## config.mk

```make
export PLATFORM = sky130hd
export DESIGN_NAME = gbp_ctrl
export DESIGN_NICKNAME = d
export VERILOG_FILES = /design/src/rtl/gbp_pkg.sv /design/src/rtl/gbp_ctrl.sv
export SDC_FILE = /design/constraint.sdc
export NUM_CORES = 1
export LEC_CHECK = 0
export BUFFER_PORTS_ARGS = -buffer_cell sky130_fd_sc_hd__buf_2
export CORE_AREA = 2 2 39 41
export DETAILED_ROUTE_END_ITERATION = 8
export DIE_AREA = 0 0 41 43
export REMOVE_ABC_BUFFERS = 1
export SYNTH_ARGS = -nofsm -noshare
export SYNTH_HDL_FRONTEND = slang
export SYNTH_SLANG_ARGS = --single-unit
```

## constraint.sdc

```tcl
create_clock -name clk_i -period 1.1 [get_ports clk_i]
set_clock_uncertainty 0.1 [all_clocks]
set_input_delay 0.22 -clock clk_i [delete_from_list [all_inputs] [get_ports clk_i]]
set_output_delay 0.22 -clock clk_i [all_outputs]
set_load 0.02 [all_outputs]
```

## src/rtl/gbp_pkg.sv

```systemverilog
// Shared constants and controller/datapath interface types for the gshare
// branch predictor. No dependencies.
`default_nettype none

package gbp_pkg;

  localparam int unsigned INDEX_BITS_DEF = 12;

  localparam int unsigned PC_W        = 32;
  localparam int unsigned MODE_W      = 2;
  localparam int unsigned S_TDATA_W   = 40;  // pc, resolved, predicted, pad
  localparam int unsigned M_TDATA_W   = 8;   // predict_taken, pad

  localparam logic [MODE_W-1:0] MODE_GSHARE = 2'd2;

  localparam logic OP_PREDICT = 1'b0;
  localparam logic OP_UPDATE  = 1'b1;

  localparam logic [1:0] CTR_ZERO       = 2'd0;
  localparam logic [1:0] CTR_WEAK_TAKEN = 2'd2;
  localparam logic [1:0] CTR_MAX        = 2'd3;

  // controller -> datapath
  typedef struct packed {
    logic clear;   // write one reset entry, advance sweep pointer
    logic accept;  // capture item, start table read
    logic commit;  // write back counter / load prediction
  } gbp_cmd_t;

  // datapath -> controller
  typedef struct packed {
    logic clr_last;    // sweep pointer at last entry
    logic is_predict;  // held item is a predict request
  } gbp_sts_t;

endpackage

`default_nettype wire

```

## src/rtl/gbp_ctrl.sv

```systemverilog
// Controller: reset sweep, accept/resolve sequencing and output valid.
// Depends on gbp_pkg; drives gbp_datapath.
`default_nettype none

module gbp_ctrl
  import gbp_pkg::*;
(
  input  wire logic     clk_i,
  input  wire logic     rst_ni,
  input  wire logic     s_tvalid_i,
  output logic          s_tready_o,
  output logic          m_tvalid_o,
  input  wire logic     m_tready_i,
  input  wire gbp_sts_t sts_i,
  output gbp_cmd_t      cmd_o
);

  typedef enum logic [1:0] {
    ST_CLEAR,
    ST_IDLE,
    ST_RESOLVE
  } state_e;

  state_e state_q;
  logic   out_valid_q;
  logic   out_busy;

  assign out_busy     = out_valid_q && !m_tready_i;
  assign cmd_o.clear  = (state_q == ST_CLEAR);
  assign cmd_o.accept = (state_q == ST_IDLE) && s_tvalid_i;
  // a prediction waits while the previous one is still unclaimed
  assign cmd_o.commit = (state_q == ST_RESOLVE) && !(sts_i.is_predict && out_busy);
  assign s_tready_o   = (state_q == ST_IDLE);
  assign m_tvalid_o   = out_valid_q;

  always_ff @(posedge clk_i or negedge rst_ni) begin
    if (!rst_ni) begin
      state_q     <= ST_CLEAR;
      out_valid_q <= 1'b0;
    end else begin
      case (state_q)
        ST_CLEAR:   if (sts_i.clr_last) state_q <= ST_IDLE;
        ST_IDLE:    if (s_tvalid_i) state_q <= ST_RESOLVE;
        ST_RESOLVE: if (cmd_o.commit) state_q <= ST_IDLE;
        default:    state_q <= ST_IDLE;
      endcase
      if (cmd_o.commit && sts_i.is_predict) begin
        out_valid_q <= 1'b1;
      end else if (m_tready_i) begin
        out_valid_q <= 1'b0;
      end
    end
  end

endmodule

`default_nettype wire

```

==> results.md, run 1 <==
* Outcome: complete, but fails checks
* Failing checks: negative setup slack
* FF+latch count, synth at 3
* Register area share after synthesis at 0.465
* Routed wire length at 423 um
* Final min period at 1.40 ns
* Worst min path class: input pin to flip-flop
* Clock Root Buffer: clkbuf_4
* Overflow after GRT at 0
* Combinational group share of total power at 0.491
* Max Buffers Root-to-Sink at 2
* Final setup TNS at -1.13 ns
* Critical path launch point type: flip-flop
* Antenna-violating nets left at 0
* CP Capture Point: cmd_o[1]
* Total of warnings raised by yosys at 0
* Final core utilization at 0.261
* CTS Sinks at 3
* Leading cell type in the layout, fill and taps excluded: buf_6
* Post-route setup slack at -0.295 ns
* Post-route DRC at 0
* Reg2reg end: state_q[0]
* Die W at 41 um
* Mapped Area at 161 um2
* Cells after Synth at 14
* Slew HR at 0.839
* CTS buffer count at 3
* First-pass GRT wire length at 703 um
* Clk network pwr share at 0.272
* DRT iter0 DRCs at 5
* Psw at between 200 and 250 uW
* Reported max-cap violation count at 0
* Share of cells above drive strength 1 at 0.714
* Worst Path Arrival at 1.08 ns
* Initial antenna violation count at 0
* TritonRoute pass-1 iters at 4
* Register-to-Register Path Depth at 3
* Area added between synthesis and finish at 124%
* Sw Share at 0.328
* Critical Path Sink Type: output pin
* Worst-margin pin slew at 0.240 ns
* Largest net degree at the start of global routing at 6
* Leakage Power at roughly 0.19 nW
* WL/cell at 8.29 um
* IO Count at 11
* Crit path max fanout at 5
* Crit path largest cell delay at 0.41 ns
* Crit-path slowest cell: dfrtp_1
* Sequential power share at 0.237
* GRT Util Overall at 0.0695
* Vias per cell at 3.53
* Worst Setup Path Type: flip-flop to output pin
* CP Launch Point: state_q[1]
* Antenna cells at 0
* Family with the most delay on the worst path: flip-flops
* IR drop worst, VDD at 0.000392 V
* Core footprint at roughly 1400 um2
* Int Power at about 490 uW
* Overall power at 724 uW
* R2R setup slack at -0.03 ns
* Worst path depth at 2
* Rows at 14
* Hold Vio Cnt, Final at 0
* Fmax at 717 MHz
* Final period utilization at 1.27
* R2R Path Start: state_q[0]
* Starting density of the core at 0.117
* CTS tree: built
* Final net count at 42
* Die Y at 43 um
* RSZ-0062 raised after global routing: true
* # setup viols final at 6
* CP Buf/Inv Count at 1
* Critical path required time at 0.78 ns
* Detailed-route via count at 180
* Commonest non-fill, non-tap cells in the layout: 6 x buf_6, 5 x buf_2, 5 x buf_4, 3 x clkbuf_4, 2 x dfrtp_1
* Clock slew at reported path FFs at 0.04 ns
* Power per cell area at 2000 nW/um2
* Vias in the first global route at 181
* CP Cell Sequence: and3b_4 -> buf_6
* Avg Cell Area, Syn at 11.5 um2
* Port Buffers at 10
* Max-slew violations at 0
* H-tree depth at 1
* Hold Crit Start: sts_i[0]
* DIE AREA at 1760 um2
* Netlist cell types at 12
* Placer Congestion at 0.559
* Clk_lat worst skew at 0.23 ns
==> registers in the layout (all words and copies together) (netlist names) <==
register and count:
state_q 2, m_tvalid_o 1
==> worst min-delay path by stage <==
| stage | slack, ns | endpoint | cells past startpoint |
|---|---|---|---|
| 3_5_place_dp | -0.08 | m_tvalid_o | 1 |
| 3_3_place_gp | -0.08 | m_tvalid_o | 1 |
| 6_report | 0.12 | m_tvalid_o | 2 |
| 5_1_grt | 0.15 | m_tvalid_o | 2 |
| 2_1_floorplan | -0.18 | m_tvalid_o | 0 |
| 4_1_cts | 0.12 | m_tvalid_o | 2 |
==> routing by layer <==
metal  track usage  wire length, um
met1        0.0552              159
met2        0.0875              237
met3        0.0628               26
met4        0.0800                0
met5             0                0
==> cell families (layout without fill, tap and decap cells) <==
logic type	Yosys count	after routing	share of synthesized area
compound gates	3	3	0.178
buf+inv	1	22	0.0232
simple gates	7	7	0.333
flops	3	3	0.465
==> final cells by class <==
type | instances | area, um2
Timing Repair Buffer | 17 | 140
Fill cell | 159 | 1020
Multi-Input combinational cell | 10 | 95.1
Sequential cell | 3 | 76.3
Tap cell | 16 | 20.0
Clock buffer | 4 | 26.3
Inverter | 1 | 3.75
==> power by group through the flow <==
stage | Combinational (mW) | Clock (mW) | Sequential, mW
after floorplan | 0.136 | 0 | 0.168
after global placement | 0.232 | 0 | 0.166
after detailed placement | 0.234 | 0 | 0.167
after CTS | 0.296 | 0.206 | 0.175
after global routing | 0.383 | 0.216 | 0.176
final | 0.355 | 0.197 | 0.172
==> synthesized netlist by cell type (all sizes together) <==
cell type,n,area share
a211oi,1,0.078
a21o,1,0.047
a22o,1,0.054
and2b,1,0.054
and3b,2,0.13
dfrtp,3,0.47
inv,1,0.023
nor2,1,0.023
nor2b,2,0.093
nor3,1,0.031
==> timing repair <==
item                       4_1_cts  5_1_grt
gates resized for setup         11        5
setup endpoints to repair        8        8
gates cloned                     0        0
hold endpoints to repair         3        0
buffers inserted                 0        3
pin swaps                        0        4
hold buffers                     1        0
==> per-stage QoR <==
stage / instance area (um2) / std cells / worst slack, ns / hold slack, ns
after floorplan: 161 / 14 / -0.207 / -0.176
after global placement: 262 / 44 / -0.0691 / -0.0827
after detailed placement: 262 / 44 / -0.0720 / -0.0823
after CTS: 332 / 49 / -0.301 / 0.121
after global routing: 362 / 51 / -0.357 / 0.150
final: 362 / 51 / -0.295 / 0.125
(Power assumes the default switching activity.)
==> run 2, diff against run 1 <==
- CTS_BUF_LIST: unset -> sky130_fd_sc_hd__clkbuf_8 sky130_fd_sc_hd__clkbuf_16
==> run 2 against run 1 <==
The flow still finishes with violations (negative setup slack). Combinational power barely moved. Global-route usage fell by 0.30 points. Non-clock buffer count did not move. Sequential power barely moved. Maximum frequency rose by 1.5%. Largest cell class unchanged. Final cell count did not move. Wire length rose by 0.71%.
==> results.md, run 2 (same netlist as run 1, synthesis figures left out) <==
* Routed wire length at 426 um
* Crit-path slowest cell: dfrtp_1
* Share of cells above drive strength 1 at 0.714
* Reported max-cap violation count at 0
* Core footprint at 1380 um2
* # setup viols final at 6
* RSZ-0062 raised after global routing: true
* Fmax at 728 MHz
* Critical path launch point type: flip-flop
* Die W at 41 um
* Max reg flops at 2
* # fillers at 156
* Outcome: complete, but fails checks
* Final net count at 42
* CTS Sinks at 3
* Leading cell type in the layout, fill and taps excluded: buf_6
* H-tree depth at 1
* Slew HR at 0.839
* Die Y at 43 um
* Detailed-route via count at between 150 and 200
* DIE AREA at 1760 um2
* Max Buffers Root-to-Sink at 2
* Failing checks: negative setup slack
* Antenna-violating nets left at 0
* Rows at 14
* Largest net degree at the start of global routing at 6
* Crit path largest cell delay at 0.40 ns
* Final core utilization at 0.275
* Critical path required time at 0.78 ns
* Antenna cells at 0
* Post-route setup slack at -0.274 ns
* Final period utilization at 1.25
* Port Buffers at 10
* CTS tree: built
* Worst-margin pin slew at 0.240 ns
* Worst min path class: input pin to flip-flop
* Placer Congestion at 0.559
* Top reg by flops: state_q
* IR drop worst, VDD at 0.000522 V
* Crit path max fanout at 5
* WL/cell at 8.35 um
* TritonRoute pass-1 iters at 4
* Power per cell area at ~2200 nW/um2
* Starting density of the core at 0.117
* CP Buf/Inv Count at 1
* Area added between synthesis and finish at 136%
* Critical Path Sink Type: output pin
* Post-route DRC at 0
* CP Cell Sequence: and3b_4 -> buf_6
* Vias in the first global route at between 150 and 200
* Commonest non-fill, non-tap cells in the layout: 6 x buf_6, 5 x buf_2, 5 x buf_4, 3 x clkbuf_8
* Pre-CTS setup slack at -0.0720 ns
* Clock Root Buffer: clkbuf_8
* Clk_lat worst skew at between 0.2 and 0.25 ns
* First-pass GRT wire length at 690 um
* Hold Vio Cnt, Final at 0
* Worst Setup Path Type: flip-flop to output pin
* CTS buffer count at 3
* Family with the most delay on the worst path: flip-flops
* Final min period at 1.37 ns
* DRT iter0 DRCs at 1
* Max-slew violations at 0
* Initial antenna violation count at 0
* Worst Path Arrival at 1.05 ns
* GRT Util Overall at 0.0665
* Clock slew at reported path FFs at about 0.030 ns
* Final setup TNS at -1.01 ns
* Leakage Power at 0.198 nW
* Overflow after GRT at 0
* IO Count at 11
* Vias per cell at 3.55
-- run 2: changes by cell type in the layout (fill, tap and decap cells not counted) --
cell,previous run,this run
clkbuf_4,3,0
clkbuf_8,0,3
inv_1,1,2
clkbuf_1,1,0
-- run 2: timing repair --
action | in CTS | in global routing
hold buffers | 1 | 0
pin swaps | 0 | 4
resized for setup | 11 | 5
buffers inserted | 0 | 3
endpoints found under the hold margin | 3 | 0
endpoints found under the setup margin | 8 | 8
-- run 2: per-layer routing --
metal	vias to the layer above	wire length (um)	GRT usage
met1	82	150	0.0552
met5	-	0	0
met4	0	10	0.0800
met2	7	233	0.0875
li1	90	-	-
met3	2	32	0.0471
-- run 2: area by class of cell --
class / count / area, um2 / share of cell area
multi-input cells: 10 / 95.1 / 0.250
flip-flops and latches: 3 / 76.3 / 0.201
well taps: 16 / 20.0 / 0.0526
clock inverters: 1 / 3.75 / 0.00987
inverters: 1 / 3.75 / 0.00987
clock buffers: 3 / 41.3 / 0.109
repair buffers: 17 / 140 / 0.368
-- run 2: final timing paths --
check | start | slack [ns] | depth (start not counted) | end
setup / recovery | state_q[1] | -0.27 | 2 | cmd_o[1]
hold / removal | sts_i[0] | 0.14 | 2 | m_tvalid_o
setup reg to reg | state_q[0] | -0.03 | 3 | state_q[0]
hold reg to reg | m_tvalid_o | 0.51 | 2 | m_tvalid_o
max in group asynchronous | rst_ni | 0.55 | 2 | state_q[0]
min in group asynchronous | rst_ni | 0.23 | 2 | m_tvalid_o
-- run 2: power by group --
part | switching (mW) | internal [mW]
combinational | 0.144 | 0.211
sequential | 0.0316 | 0.139
clock | 0.0744 | 0.238
total | 0.250 | 0.588
-- run 2: metrics by stage --
step / area, um2 / cells / hold WS, ns / total power, mW
after global placement: 262 / 44 / -0.0827 / 0.398
after CTS: 350 / 49 / 0.143 / 0.794
after floorplan: 161 / 14 / -0.176 / 0.304
after global routing: 380 / 51 / 0.180 / 0.885
after detailed placement: 262 / 44 / -0.0823 / 0.401
final: 380 / 51 / 0.144 / 0.838
